## config.mk

```make
export PLATFORM = sky130hd
export DESIGN_NAME = ve_text_field_extractor_unit
export DESIGN_NICKNAME = d
export VERILOG_FILES = /design/src/design/vtfe_pkg.sv /design/src/design/ve_text_field_extractor_unit.sv
export SDC_FILE = /design/constraint.sdc
export NUM_CORES = 1
export LEC_CHECK = 0
export ABC_AREA = 1
export BUFFER_PORTS_ARGS = -buffer_cell sky130_fd_sc_hd__buf_2
export CORE_ASPECT_RATIO = 1.25
export CORE_MARGIN = 1.5
export CORE_UTILIZATION = 55
export DETAILED_ROUTE_END_ITERATION = 6
export GPL_ROUTABILITY_DRIVEN = 0
export GPL_TIMING_DRIVEN = 0
export PLACE_DENSITY = 0.76
export SLEW_MARGIN = 30
export SYNTH_ARGS = -nofsm -noshare
export SYNTH_HDL_FRONTEND = slang
export SYNTH_SLANG_ARGS = --single-unit
```

## constraint.sdc

```tcl
create_clock -name clk -period 6.31 [get_ports clk]
set_clock_uncertainty 0.15 [all_clocks]
set_input_delay 0.631 -clock clk [delete_from_list [all_inputs] [get_ports clk]]
set_output_delay 0.631 -clock clk [all_outputs]
set_load 0.01 [all_outputs]
```

## src/design/vtfe_pkg.sv

```systemverilog
// ----------------------------------------------------------------------------
// vtfe_pkg
// Types, constants and lookup functions shared by the text field extractor.
// ----------------------------------------------------------------------------
package vtfe_pkg;

  localparam int LINE_BYTES  = 32;
  localparam int BLOCK_LIMIT = 3;
  localparam int CFG_ADDR_W  = 3;
  localparam int CFG_DATA_W  = 32;

  localparam logic [7:0] CH_TAB   = 8'h09;
  localparam logic [7:0] CH_LF    = 8'h0A;
  localparam logic [7:0] CH_CR    = 8'h0D;
  localparam logic [7:0] CH_VT    = 8'h0B;
  localparam logic [7:0] CH_FF    = 8'h0C;
  localparam logic [7:0] CH_SPACE = 8'h20;
  localparam logic [7:0] CH_PLUS  = 8'h2B;
  localparam logic [7:0] CH_MINUS = 8'h2D;
  localparam logic [7:0] CH_ZERO  = 8'h30;
  localparam logic [7:0] CH_NINE  = 8'h39;

  // result status codes
  localparam logic [1:0] ST_FOUND     = 2'd0;
  localparam logic [1:0] ST_NO_DIGITS = 2'd1;
  localparam logic [1:0] ST_UNMATCHED = 2'd2;

  // wanted label codes
  localparam logic [1:0] FLD_SOC = 2'd0;
  localparam logic [1:0] FLD_V   = 2'd1;
  localparam logic [1:0] FLD_P   = 2'd2;
  localparam logic [1:0] FLD_I   = 2'd3;

  // register index
  localparam logic REG_WANTED_FIELD = 1'b0;

  localparam logic [31:0] SAT_MAG = 32'h8000_0000;
  localparam logic [31:0] POS_MAX = 32'h7FFF_FFFF;

  typedef struct packed {
    logic       req_type;
    logic [7:0] rx_byte;
  } in_item_t;

  typedef struct packed {
    logic [1:0]         status;
    logic signed [31:0] value;
  } out_item_t;

  function automatic logic [7:0] label_char(logic [1:0] fld, logic [1:0] idx);
    logic [7:0] c;
    c = 8'h00;
    case (fld)
      FLD_SOC: begin
        case (idx)
          2'd0:    c = "S";
          2'd1:    c = "O";
          2'd2:    c = "C";
          default: c = 8'h00;
        endcase
      end
      FLD_V:   c = (idx == 2'd0) ? "V" : 8'h00;
      FLD_P:   c = (idx == 2'd0) ? "P" : 8'h00;
      FLD_I:   c = (idx == 2'd0) ? "I" : 8'h00;
      default: c = 8'h00;
    endcase
    return c;
  endfunction

  function automatic logic [1:0] label_len(logic [1:0] fld);
    logic [1:0] n;
    case (fld)
      FLD_SOC: n = 2'd3;
      default: n = 2'd1;
    endcase
    return n;
  endfunction

  function automatic logic [7:0] cks_char(logic [2:0] idx);
    logic [7:0] c;
    case (idx)
      3'd0:    c = "C";
      3'd1:    c = "h";
      3'd2:    c = "e";
      3'd3:    c = "c";
      3'd4:    c = "k";
      3'd5:    c = "s";
      3'd6:    c = "u";
      3'd7:    c = "m";
      default: c = 8'h00;
    endcase
    return c;
  endfunction

endpackage

```

## src/design/ve_text_field_extractor_unit.sv

```systemverilog
// ----------------------------------------------------------------------------
// ve_text_field_extractor_unit
// Scans a tab-separated label/value byte stream for one wanted label and
// returns its parsed decimal value, saturated to 32 bits signed.
// ----------------------------------------------------------------------------
// result: the byte that ends it is registered into the output register, or into the skid slot if that is held
// throughput: one request per cycle while in_stall is low; each byte is parsed in a single pass
// two result slots (output register plus skid); in_stall rises only when both hold
// reset (synchronous, rst_n low): search idle, line state cleared, wanted_field 0
module ve_text_field_extractor_unit
  import vtfe_pkg::*;
(
  input  logic                  clk,
  input  logic                  rst_n,
  // request channel
  input  logic                  in_valid,
  output logic                  in_stall,
  input  in_item_t              in_data,
  // result channel
  output logic                  out_valid,
  input  logic                  out_stall,
  output out_item_t             out_data,
  // configuration port
  input  logic                  psel,
  input  logic                  penable,
  input  logic                  pwrite,
  input  logic [CFG_ADDR_W-1:0] paddr,
  input  logic [CFG_DATA_W-1:0] pwdata,
  output logic [CFG_DATA_W-1:0] prdata,
  output logic                  pready
);

  localparam logic [2:0] TK_BEFORE_LABEL = 3'd0;
  localparam logic [2:0] TK_LABEL        = 3'd1;
  localparam logic [2:0] TK_BEFORE_VALUE = 3'd2;
  localparam logic [2:0] TK_VALUE        = 3'd3;
  localparam logic [2:0] TK_DONE         = 3'd4;

  localparam logic [1:0] VP_BLANKS = 2'd0;
  localparam logic [1:0] VP_SIGN   = 2'd1;
  localparam logic [1:0] VP_DIGITS = 2'd2;
  localparam logic [1:0] VP_BAD    = 2'd3;

  localparam logic [5:0] LINE_CAP  = 6'(LINE_BYTES - 1);
  localparam logic [1:0] BLK_LIMIT = 2'(BLOCK_LIMIT);

  logic [1:0]  wanted_r;
  logic        searching_r,   searching_nxt;
  logic [1:0]  blocks_r,      blocks_nxt;
  logic [5:0]  line_len_r,    line_len_nxt;
  logic        text_ended_r,  text_ended_nxt;
  logic        cks_armed_r,   cks_armed_nxt;
  logic        cks_ok_r,      cks_ok_nxt;
  logic [2:0]  token_r,       token_nxt;
  logic        label_ok_r,    label_ok_nxt;
  logic [3:0]  label_len_r,   label_len_nxt;
  logic [31:0] acc_r,         acc_nxt;
  logic        neg_r,         neg_nxt;
  logic [1:0]  vphase_r,      vphase_nxt;

  logic        out_valid_r;
  out_item_t   out_data_r;
  logic        skid_valid_r;
  out_item_t   skid_data_r;

  logic        in_accept;
  logic        out_take;
  logic        res_valid;
  out_item_t   res_item;

  logic [7:0]  b;
  logic        is_tab;
  logic        is_digit;
  logic [3:0]  digit;
  logic        restart;
  logic [35:0] acc_ext;
  logic [35:0] acc_mul;
  logic [31:0] final_val;

  assign in_accept = in_valid && !in_stall;
  assign out_take  = out_valid_r && !out_stall;
  assign in_stall  = skid_valid_r;
  assign out_valid = out_valid_r;
  assign out_data  = out_data_r;

  assign b        = in_data.rx_byte;
  assign is_tab   = (b == CH_TAB);
  assign is_digit = (b >= CH_ZERO) && (b <= CH_NINE);
  assign digit    = 4'(b - CH_ZERO);

  // acc * 10 + digit, wide enough to see the overflow
  assign acc_ext = {4'b0, acc_r};
  assign acc_mul = (acc_ext << 3) + (acc_ext << 1) + {32'b0, digit};

  assign final_val = neg_r ? (32'd0 - acc_r) : ((acc_r > POS_MAX) ? POS_MAX : acc_r);

  always_comb begin
    searching_nxt  = searching_r;
    blocks_nxt     = blocks_r;
    line_len_nxt   = line_len_r;
    text_ended_nxt = text_ended_r;
    cks_armed_nxt  = cks_armed_r;
    cks_ok_nxt     = cks_ok_r;
    token_nxt      = token_r;
    label_ok_nxt   = label_ok_r;
    label_len_nxt  = label_len_r;
    acc_nxt        = acc_r;
    neg_nxt        = neg_r;
    vphase_nxt     = vphase_r;
    restart        = 1'b0;
    res_valid      = 1'b0;
    res_item       = '0;

    if (in_accept) begin
      if (in_data.req_type) begin
        searching_nxt = 1'b1;
        blocks_nxt    = 2'd0;
        cks_armed_nxt = 1'b0;
        restart       = 1'b1;
      end else if (searching_r) begin
        if (b == CH_LF) begin
          restart = 1'b1;
        end else if (b == CH_CR) begin
          if (!text_ended_r) begin
            text_ended_nxt = 1'b1;
            if (token_r != TK_BEFORE_LABEL && label_ok_r &&
                label_len_r == {2'b0, label_len(wanted_r)}) begin
              searching_nxt = 1'b0;
              res_valid     = 1'b1;
              if (vphase_r == VP_DIGITS) begin
                res_item.status = ST_FOUND;
                res_item.value  = final_val;
              end else begin
                res_item.status = ST_NO_DIGITS;
              end
            end
          end
        end else if (cks_armed_r) begin
          // first byte after the Checksum label that is not a tab, CR or LF closes the block
          if (!is_tab) begin
            cks_armed_nxt = 1'b0;
            restart       = 1'b1;
            blocks_nxt    = blocks_r + 2'd1;
            if (blocks_nxt >= BLK_LIMIT) begin
              searching_nxt   = 1'b0;
              res_valid       = 1'b1;
              res_item.status = ST_UNMATCHED;
            end
          end
        end else if (!text_ended_r && line_len_r < LINE_CAP) begin
          line_len_nxt = line_len_r + 6'd1;
          if (line_len_r < 6'd8 && b != cks_char(line_len_r[2:0])) begin
            cks_ok_nxt = 1'b0;
          end
          if (line_len_nxt == 6'd8 && cks_ok_nxt) begin
            cks_armed_nxt = 1'b1;
          end

          case (token_r)
            TK_BEFORE_LABEL, TK_LABEL: begin
              if (is_tab) begin
                if (token_r == TK_LABEL) begin
                  token_nxt = TK_BEFORE_VALUE;
                end
              end else begin
                token_nxt = TK_LABEL;
                if (label_len_r < {2'b0, label_len(wanted_r)}) begin
                  if (b != label_char(wanted_r, label_len_r[1:0])) begin
                    label_ok_nxt = 1'b0;
                  end
                end else begin
                  label_ok_nxt = 1'b0;
                end
                if (label_len_r != 4'hF) begin
                  label_len_nxt = label_len_r + 4'd1;
                end
              end
            end
            TK_BEFORE_VALUE, TK_VALUE: begin
              if (is_tab) begin
                if (token_r == TK_VALUE) begin
                  token_nxt = TK_DONE;
                end
              end else begin
                token_nxt = TK_VALUE;
                case (vphase_r)
                  VP_BLANKS: begin
                    if (b == CH_SPACE || b == CH_VT || b == CH_FF) begin
                      vphase_nxt = VP_BLANKS;
                    end else if (b == CH_PLUS || b == CH_MINUS) begin
                      neg_nxt    = (b == CH_MINUS);
                      vphase_nxt = VP_SIGN;
                    end else if (is_digit) begin
                      acc_nxt    = {28'b0, digit};
                      vphase_nxt = VP_DIGITS;
                    end else begin
                      vphase_nxt = VP_BAD;
                      token_nxt  = TK_DONE;
                    end
                  end
                  VP_SIGN: begin
                    if (is_digit) begin
                      acc_nxt    = {28'b0, digit};
                      vphase_nxt = VP_DIGITS;
                    end else begin
                      vphase_nxt = VP_BAD;
                      token_nxt  = TK_DONE;
                    end
                  end
                  VP_DIGITS: begin
                    if (is_digit) begin
                      acc_nxt = (acc_mul > {4'b0, SAT_MAG}) ? SAT_MAG : acc_mul[31:0];
                    end else begin
                      token_nxt = TK_DONE;
                    end
                  end
                  default: begin
                  end
                endcase
              end
            end
            default: begin
            end
          endcase
        end
      end
    end

    if (restart) begin
      line_len_nxt   = 6'd0;
      text_ended_nxt = 1'b0;
      cks_ok_nxt     = 1'b1;
      token_nxt      = TK_BEFORE_LABEL;
      label_ok_nxt   = 1'b1;
      label_len_nxt  = 4'd0;
      acc_nxt        = 32'd0;
      neg_nxt        = 1'b0;
      vphase_nxt     = VP_BLANKS;
    end
  end

  // parser state
  always_ff @(posedge clk) begin
    if (!rst_n) begin
      searching_r  <= 1'b0;
      blocks_r     <= 2'd0;
      line_len_r   <= 6'd0;
      text_ended_r <= 1'b0;
      cks_armed_r  <= 1'b0;
      cks_ok_r     <= 1'b1;
      token_r      <= TK_BEFORE_LABEL;
      label_ok_r   <= 1'b1;
      label_len_r  <= 4'd0;
      acc_r        <= 32'd0;
      neg_r        <= 1'b0;
      vphase_r     <= VP_BLANKS;
    end else begin
      searching_r  <= searching_nxt;
      blocks_r     <= blocks_nxt;
      line_len_r   <= line_len_nxt;
      text_ended_r <= text_ended_nxt;
      cks_armed_r  <= cks_armed_nxt;
      cks_ok_r     <= cks_ok_nxt;
      token_r      <= token_nxt;
      label_ok_r   <= label_ok_nxt;
      label_len_r  <= label_len_nxt;
      acc_r        <= acc_nxt;
      neg_r        <= neg_nxt;
      vphase_r     <= vphase_nxt;
    end
  end

  // output register with one skid slot behind it
  always_ff @(posedge clk) begin
    if (!rst_n) begin
      out_valid_r  <= 1'b0;
      skid_valid_r <= 1'b0;
    end else if (out_take || !out_valid_r) begin
      if (skid_valid_r) begin
        out_valid_r  <= 1'b1;
        skid_valid_r <= 1'b0;
      end else begin
        out_valid_r <= res_valid;
      end
    end else if (res_valid) begin
      skid_valid_r <= 1'b1;
    end
  end

  always_ff @(posedge clk) begin
    if (out_take || !out_valid_r) begin
      if (skid_valid_r) begin
        out_data_r <= skid_data_r;
      end else if (res_valid) begin
        out_data_r <= res_item;
      end
    end else if (res_valid) begin
      skid_data_r <= res_item;
    end
  end

  // configuration register
  always_ff @(posedge clk) begin
    if (!rst_n) begin
      wanted_r <= FLD_SOC;
    end else if (psel && penable && pwrite && pready && paddr[2] == REG_WANTED_FIELD) begin
      wanted_r <= pwdata[1:0];
    end
  end

  assign pready = 1'b1;
  assign prdata = (paddr[2] == REG_WANTED_FIELD) ? {30'b0, wanted_r} : '0;

  a_skid_behind_out: assert property (@(posedge clk) disable iff (!rst_n)
    skid_valid_r |-> out_valid_r)
    else $error("skid slot holds a result while output register is empty");

  a_result_ends_search: assert property (@(posedge clk) disable iff (!rst_n)
    res_valid |=> !searching_r)
    else $error("search still running after a result");

  a_result_needs_search: assert property (@(posedge clk) disable iff (!rst_n)
    res_valid |-> searching_r && in_accept && !in_data.req_type)
    else $error("result raised outside an active search");

  a_value_zero_unless_found: assert property (@(posedge clk) disable iff (!rst_n)
    out_valid_r && out_data_r.status != ST_FOUND |-> out_data_r.value == 32'sd0)
    else $error("nonzero value on a result without a found value");

endmodule
```

# Word level (Yosys, flattened, before mapping)
# Memories as Yosys holds them, arrays and structs flattened. A register that Yosys moved wholly into a read port is not among the register bits.
# Index checks and enable logic that the tools add are counted.
# Widths: inputs -> output; s select.
[totals]
elab_cells = 251
output_inout_bits = 69
register_bits = 127
romBits = 48
memories = 1
inputBits = 51
[mem_list]
columns = ["name", "depth", "word_bits", "rd", "rd_ports_with_merged_regs", "wr", "line_no", "source"]
rows = [
  ["(no name shown)", 8, 6, 1, 1, 0, "vtfe_pkg.sv:81", "case (idx)"],
]
[op_classes]
n_reduce_logical = 47
n_eq_ne = 32
n_lt_le_gt_ge = 8
n_mux = 128
n_addsub = 7
n_bitwise = 9
[op_table]
columns = ["operator", "count"]
rows = [
  ["$mux 32", 9],
  ["$mux 34", 6],
  ["$mux 8", 17],
  ["$pmux 32 s3", 1],
  ["$mux 33", 2],
  ["$mux 2", 29],
  ["$mux 1", 47],
  ["$eq 8x4->1 const B", 5],
  ["$reduce_and 10->1", 4],
  ["$add 35x33->36", 1],
  ["$add 36x4->36", 1],
  ["$gt 36x32->1 const B", 1],
  ["$gt 32x31->1 const B", 1],
  ["$pmux 8 s4", 1],
  ["$sub 1x32->32 const A", 1],
  ["$mux 3", 9],
  ["$eq 8x6->1 const B", 3],
  ["$mux 7", 3],
  ["$pmux 7 s3", 1],
  ["$ne 8x8->1", 2],
  ["$reduce_and 13->1", 1],
  ["$ne 2x2->1 const B", 6],
  ["$pmux 3 s2", 2],
  ["$reduce_and 12->1", 1],
  ["34 further kinds", 77],
]

# Logic depth before layout (Yosys ltp)
[depth]
word_depth = 27
ltp_mapped = 25
ltp_nobuf = 23

# Least setup slack after synthesis
# No wires, ideal clock.
[synth_timing]
kind = "input port to flip-flop"
start = "in in_data[0] (netlist name)"
end = "reg out_data_r (netlist bit out_data[0]) (enable)"
cell_stages = 11
setup_ps = 477
arrival_ps = 4020
t_required_ps = 5683
n_path_buf = 1
slack_ps = 1662
cell_sequence = "buf_4 > inv_2 > nor2_2 > inv_2 > nor2_4 > inv_2 > nor2_8 > nand3_2 > nand2_1 > nand2_1 > a21boi_0"
[synth_via]
elab_chain_cells = 10
word_cells_on_any_way = 12
cone_classes = "eq/ne (3); mux (7); reduce/logical (2)"
[synth_rtl]
columns = ["item", "line_no", "source"]
rows = [
  ["start, declared", "ve_text_field_extractor_unit.sv:18", "input in_item_t in_data,"],
  ["$eq 8x4->1", "ve_text_field_extractor_unit.sv:87", "assign is_tab = (b == CH_TAB);"],
  ["$mux 1", "ve_text_field_extractor_unit.sv:140", "if (!is_tab) begin"],
  ["$mux 1", "ve_text_field_extractor_unit.sv:138", "end else if (cks_armed_r) begin"],
  ["$mux 1", "ve_text_field_extractor_unit.sv:123", "end else if (b == CH_CR) begin"],
  ["$mux 1 (*)", "ve_text_field_extractor_unit.sv:121", "if (b == CH_LF) begin"],
  ["$mux 1 (*)", "ve_text_field_extractor_unit.sv:120", "end else if (searching_r) begin"],
  ["$mux 1 (*)", "ve_text_field_extractor_unit.sv:115", "if (in_data.req_type) begin"],
  ["$mux 1 (*)", "ve_text_field_extractor_unit.sv:114", "if (in_accept) begin"],
  ["$reduce_bool 2->1 (no source line) (*)", "n/a", ""],
  ["$reduce_and 2->1 (no source line) (*)", "n/a", ""],
  ["end signal, assigned", "ve_text_field_extractor_unit.sv:293", "out_data_r <= skid_data_r;"],
  ["end signal, assigned", "ve_text_field_extractor_unit.sv:295", "out_data_r <= res_item;"],
  ["end, declared", "ve_text_field_extractor_unit.sv:62", "out_item_t out_data_r;"],
]
# Mark *: on every way between the ends. The rest lies on a longest branch, timed or not.
# A chain may end at the register's enable or synchronous reset.

# Worst setup path in the final report
[layout_timing]
start = "reg acc_r[2]"
end = "reg acc_r[6]"
[layout_via]
elab_chain_cells = 6
[layout_rtl]
columns = ["item", "line_no", "source"]
rows = [
  ["start, declared", "ve_text_field_extractor_unit.sv:57", "logic [31:0] acc_r, acc_nxt;"],
  ["start signal, assigned", "ve_text_field_extractor_unit.sv:267", "acc_r <= acc_nxt;"],
  ["$add 35x33->36 (*)", "ve_text_field_extractor_unit.sv:93", "assign acc_mul = (acc_ext << 3) + (acc_ext << 1) + {32'b0, digit};"],
  ["$add 36x4->36 (*)", "ve_text_field_extractor_unit.sv:93", ""],
  ["$gt 36x32->1", "ve_text_field_extractor_unit.sv:212", "acc_nxt = (acc_mul > {4'b0, SAT_MAG}) ? SAT_MAG : acc_mul[31:0];"],
  ["$mux 32 (*)", "ve_text_field_extractor_unit.sv:212", ""],
  ["$mux 32 (*)", "ve_text_field_extractor_unit.sv:211", "if (is_digit) begin"],
  ["$pmux 32 s3 (*)", "ve_text_field_extractor_unit.sv:186", "case (vphase_r)"],
]
# Mark *: on every way between the ends. The rest lies on a longest branch, timed or not. The select of a mux whose other input is x is not followed.

==> reports/qor.csv <==
metric,value,unit
status,completed,
Setup-failing EPs final,0,
Synth Register Bits,133,
"antenna viol nets, final",0,
H-tree depth,4,
Post CTS Setup Buffer Count,0,
first-pass GRT wire length,42.8,mm
GRT Total Usage,27.2,%
sequential fraction of the synthesis area,32.5,%
total number of yosys warnings,0,
antenna violations before repair,0,
largest net degree at the start of global routing,24,
Ant. Diodes,0,
Skew-Pair Late Insertion Delay,0.43,ns
VDD IR-drop max,0.000189,V
Setup crit end kind,flip-flop,
critical path's top delay family,simple AND/OR/NAND/NOR gates,
period utilization,62.4,%
TritonCTS clock tree,yes,
placed cell count,1802,
total wire length,26.2,mm
Worst Max-Slew Pin Slew,0.615,ns
HPWL Detailed,20.6,mm
"most common cell after layout, fill and taps aside",nand2_1,
clock-pin slew on the worst setup and hold paths,0.06,ns
Buffers on Ports,55,
Netlist cell types,56,
Worst Setup Path Type,reg -> reg,
post-route cell area,11600,um^2
post-synthesis cell area,10300,um^2
fraction of layout cells with a size suffix above 1,11.8,%
routed via count,10000,
main flop type after synthesis,edfxtp_1,
Root Buffer,clkbuf_16,
Crit path largest cell delay,0.51,ns
CP Launch Type,flip-flop,
min-delay worst type,reg -> reg,
WP data arrival,4.14,ns
core area,18200,um^2
Clock Sinks,133,
Area Growth Syn to Fin,13.2,%
Post-synth EDFFs,68,
first-pass iteration count of the detailed router,5,
nets,1724,
post-cts resize count,0,
Vias/cell,5.46,
CP most frequent cell,nand2_1,
post-synthesis average cell area,6.91,um^2
Leak,0.00600,uW
Crit-path slowest cell,fa_1,
crit path max fanout,10,
crit-path cells,"inv_2, fa_1, inv_1, fa_1, nand2_1, nand2_1, nand3_1, nand2_2, nand2_1, nand2_1, nand2_1, nand3_1, nor2_1, nand3_1, nor2_1, nand2_1, nand2_1, nand2_2, clkinv_2, buf_8, nand2_1, a21oi_1",
fraction of registers with async set/reset,0,%
crit path time final,3.94,ns
clock buffer count from CTS,17,
Bufs and invs on worst path,4,
CTS max path bufs,2,
MaxCap Viol Count,0,
RSZ-0062 raised after global routing,no,
initial DRC count,843,
CP required,6.51,ns
Max Clk Rate,254,MHz
DIE HEIGHT,156,um
max-slew violations,0,
"Hold-fix buffers, CTS",0,
Wirelength per Cell,14.3,um
Post-DP Area,11000,um^2
highest-count cells in the layout ignoring fill and taps,"nand2_1, nor2_1, inv_1",
Fin Hold WS,0.307,ns
IO Count,120,
Syn Inst Count,1488,
Final Non-Filler Cells,1834,
Die W,125,um
Slew headroom,59.0,%
Setup TNS Final,0,ns
row count,55,
power density cells,174,nW/um^2
Initial Util,56.4,%
die area,19500,um^2
drt drc,0,
vias in the first global route,9032,
Final Hold Viols,0,
GRT Residual Overflow,0,
## power by group
part / switching (uW) / internal (uW) / total, uW
sequential: 2.28 / 903 / 906
combinational: 52.5 / 31.9 / 84.4
clock: 377 / 661 / 1040
total: 432 / 1600 / 2030
## metrics by stage
| step | setup slack [ns] | util (%) | total power (uW) |
|---|---|---|---|
| floorplan | 1.66 | - | 986 |
| global placement | 0.599 | 60.1 | 1010 |
| detailed placement | 2.18 | 60.5 | 1010 |
| CTS | 2.45 | 63.8 | 2030 |
| global route | 2.07 | 63.8 | 2080 |
| finish | 2.37 | 63.8 | 2030 |
## final cells by class
| cell class | count | area [um^2] |
|---|---|---|
| fillers | 1678 | 6600 |
| multi-input cells | 1116 | 5890 |
| flip-flops and latches | 133 | 3340 |
| inverters | 208 | 783 |
| clock buffers | 20 | 437 |
| plain buffers | 60 | 392 |
| repair buffers | 57 | 330 |
| well taps | 228 | 285 |
| clock inverters | 12 | 179 |
## cell families after synthesis
group / after synthesis / share of synthesized area, %
AND/OR/NAND/NOR: 799 / 34.3
buffers and inverters: 268 / 11.4
AO/OA/AOI/OAI: 193 / 10.7
flip-flops: 133 / 32.5
adder cells (fa/ha/maj): 80 / 9.88
XOR/XNOR: 12 / 1.02
other: 2 / 0.0730
multiplexers: 1 / 0.110
## routing by layer
metal  part of all wire (%)  global-route usage (%)  up-vias
met2                     51                    49.2      367
met3                    5.0                    3.94       68
met4                    3.6                    12.3        0
met1                     40                    31.8     4545
met5                      0                       0        -
li1                       -                       -     5035
## worst paths after layout
path	to	slack, ns	cells past startpoint	startpoint
setup / recovery	acc_r[6]$_SDFFE_PP0P_	2.37	22	acc_r[2]$_SDFFE_PP0P_
hold / removal	label_ok_r$_SDFFE_PP1P_	0.31	2	label_ok_r$_SDFFE_PP1P_
setup reg to reg	acc_r[6]$_SDFFE_PP0P_	2.37	22	acc_r[2]$_SDFFE_PP0P_
hold reg to reg	label_ok_r$_SDFFE_PP1P_	0.31	2	label_ok_r$_SDFFE_PP1P_
## synth_stat cells (all sizes together) (26+ instances only)
master / n / share of area, %
buf: 43 / 3.2
nand2: 394 / 15
edfxtp: 68 / 20
o21ai: 45 / 2.3
nand3: 98 / 5.0
dfxtp: 65 / 13
nor2: 211 / 8.3
inv: 205 / 7.5
ha: 78 / 9.5
nand4: 26 / 1.6
a21oi: 111 / 5.4
nor3: 35 / 2.3
## sequential cells by signal, indices dropped and copies added (netlist names), named ones only
register      count
label_ok_r        1
out_valid         1
vphase_r          2
token_r           3
acc_r            32
text_ended_r      1
line_len_r        6
out_data         34
searching_r       1
neg_r             1
label_len_r       4
blocks_r          2
cks_ok_r          1
skid_data_r      34
in_stall          1
wanted_r          2
cks_armed_r       1
## worst reg2reg max path, delay by kind of cell, from the launching register on
family / cells / cell delay, ns
AOI/OAI and AO/OA: 1 / 0.13
adders and majority gates: 2 / 1.02
buffers and inverters: 4 / 0.53
DFF: 1 / 0.50
and+or+nand+nor: 15 / 1.52
Power figures use the tool's default switching activity.
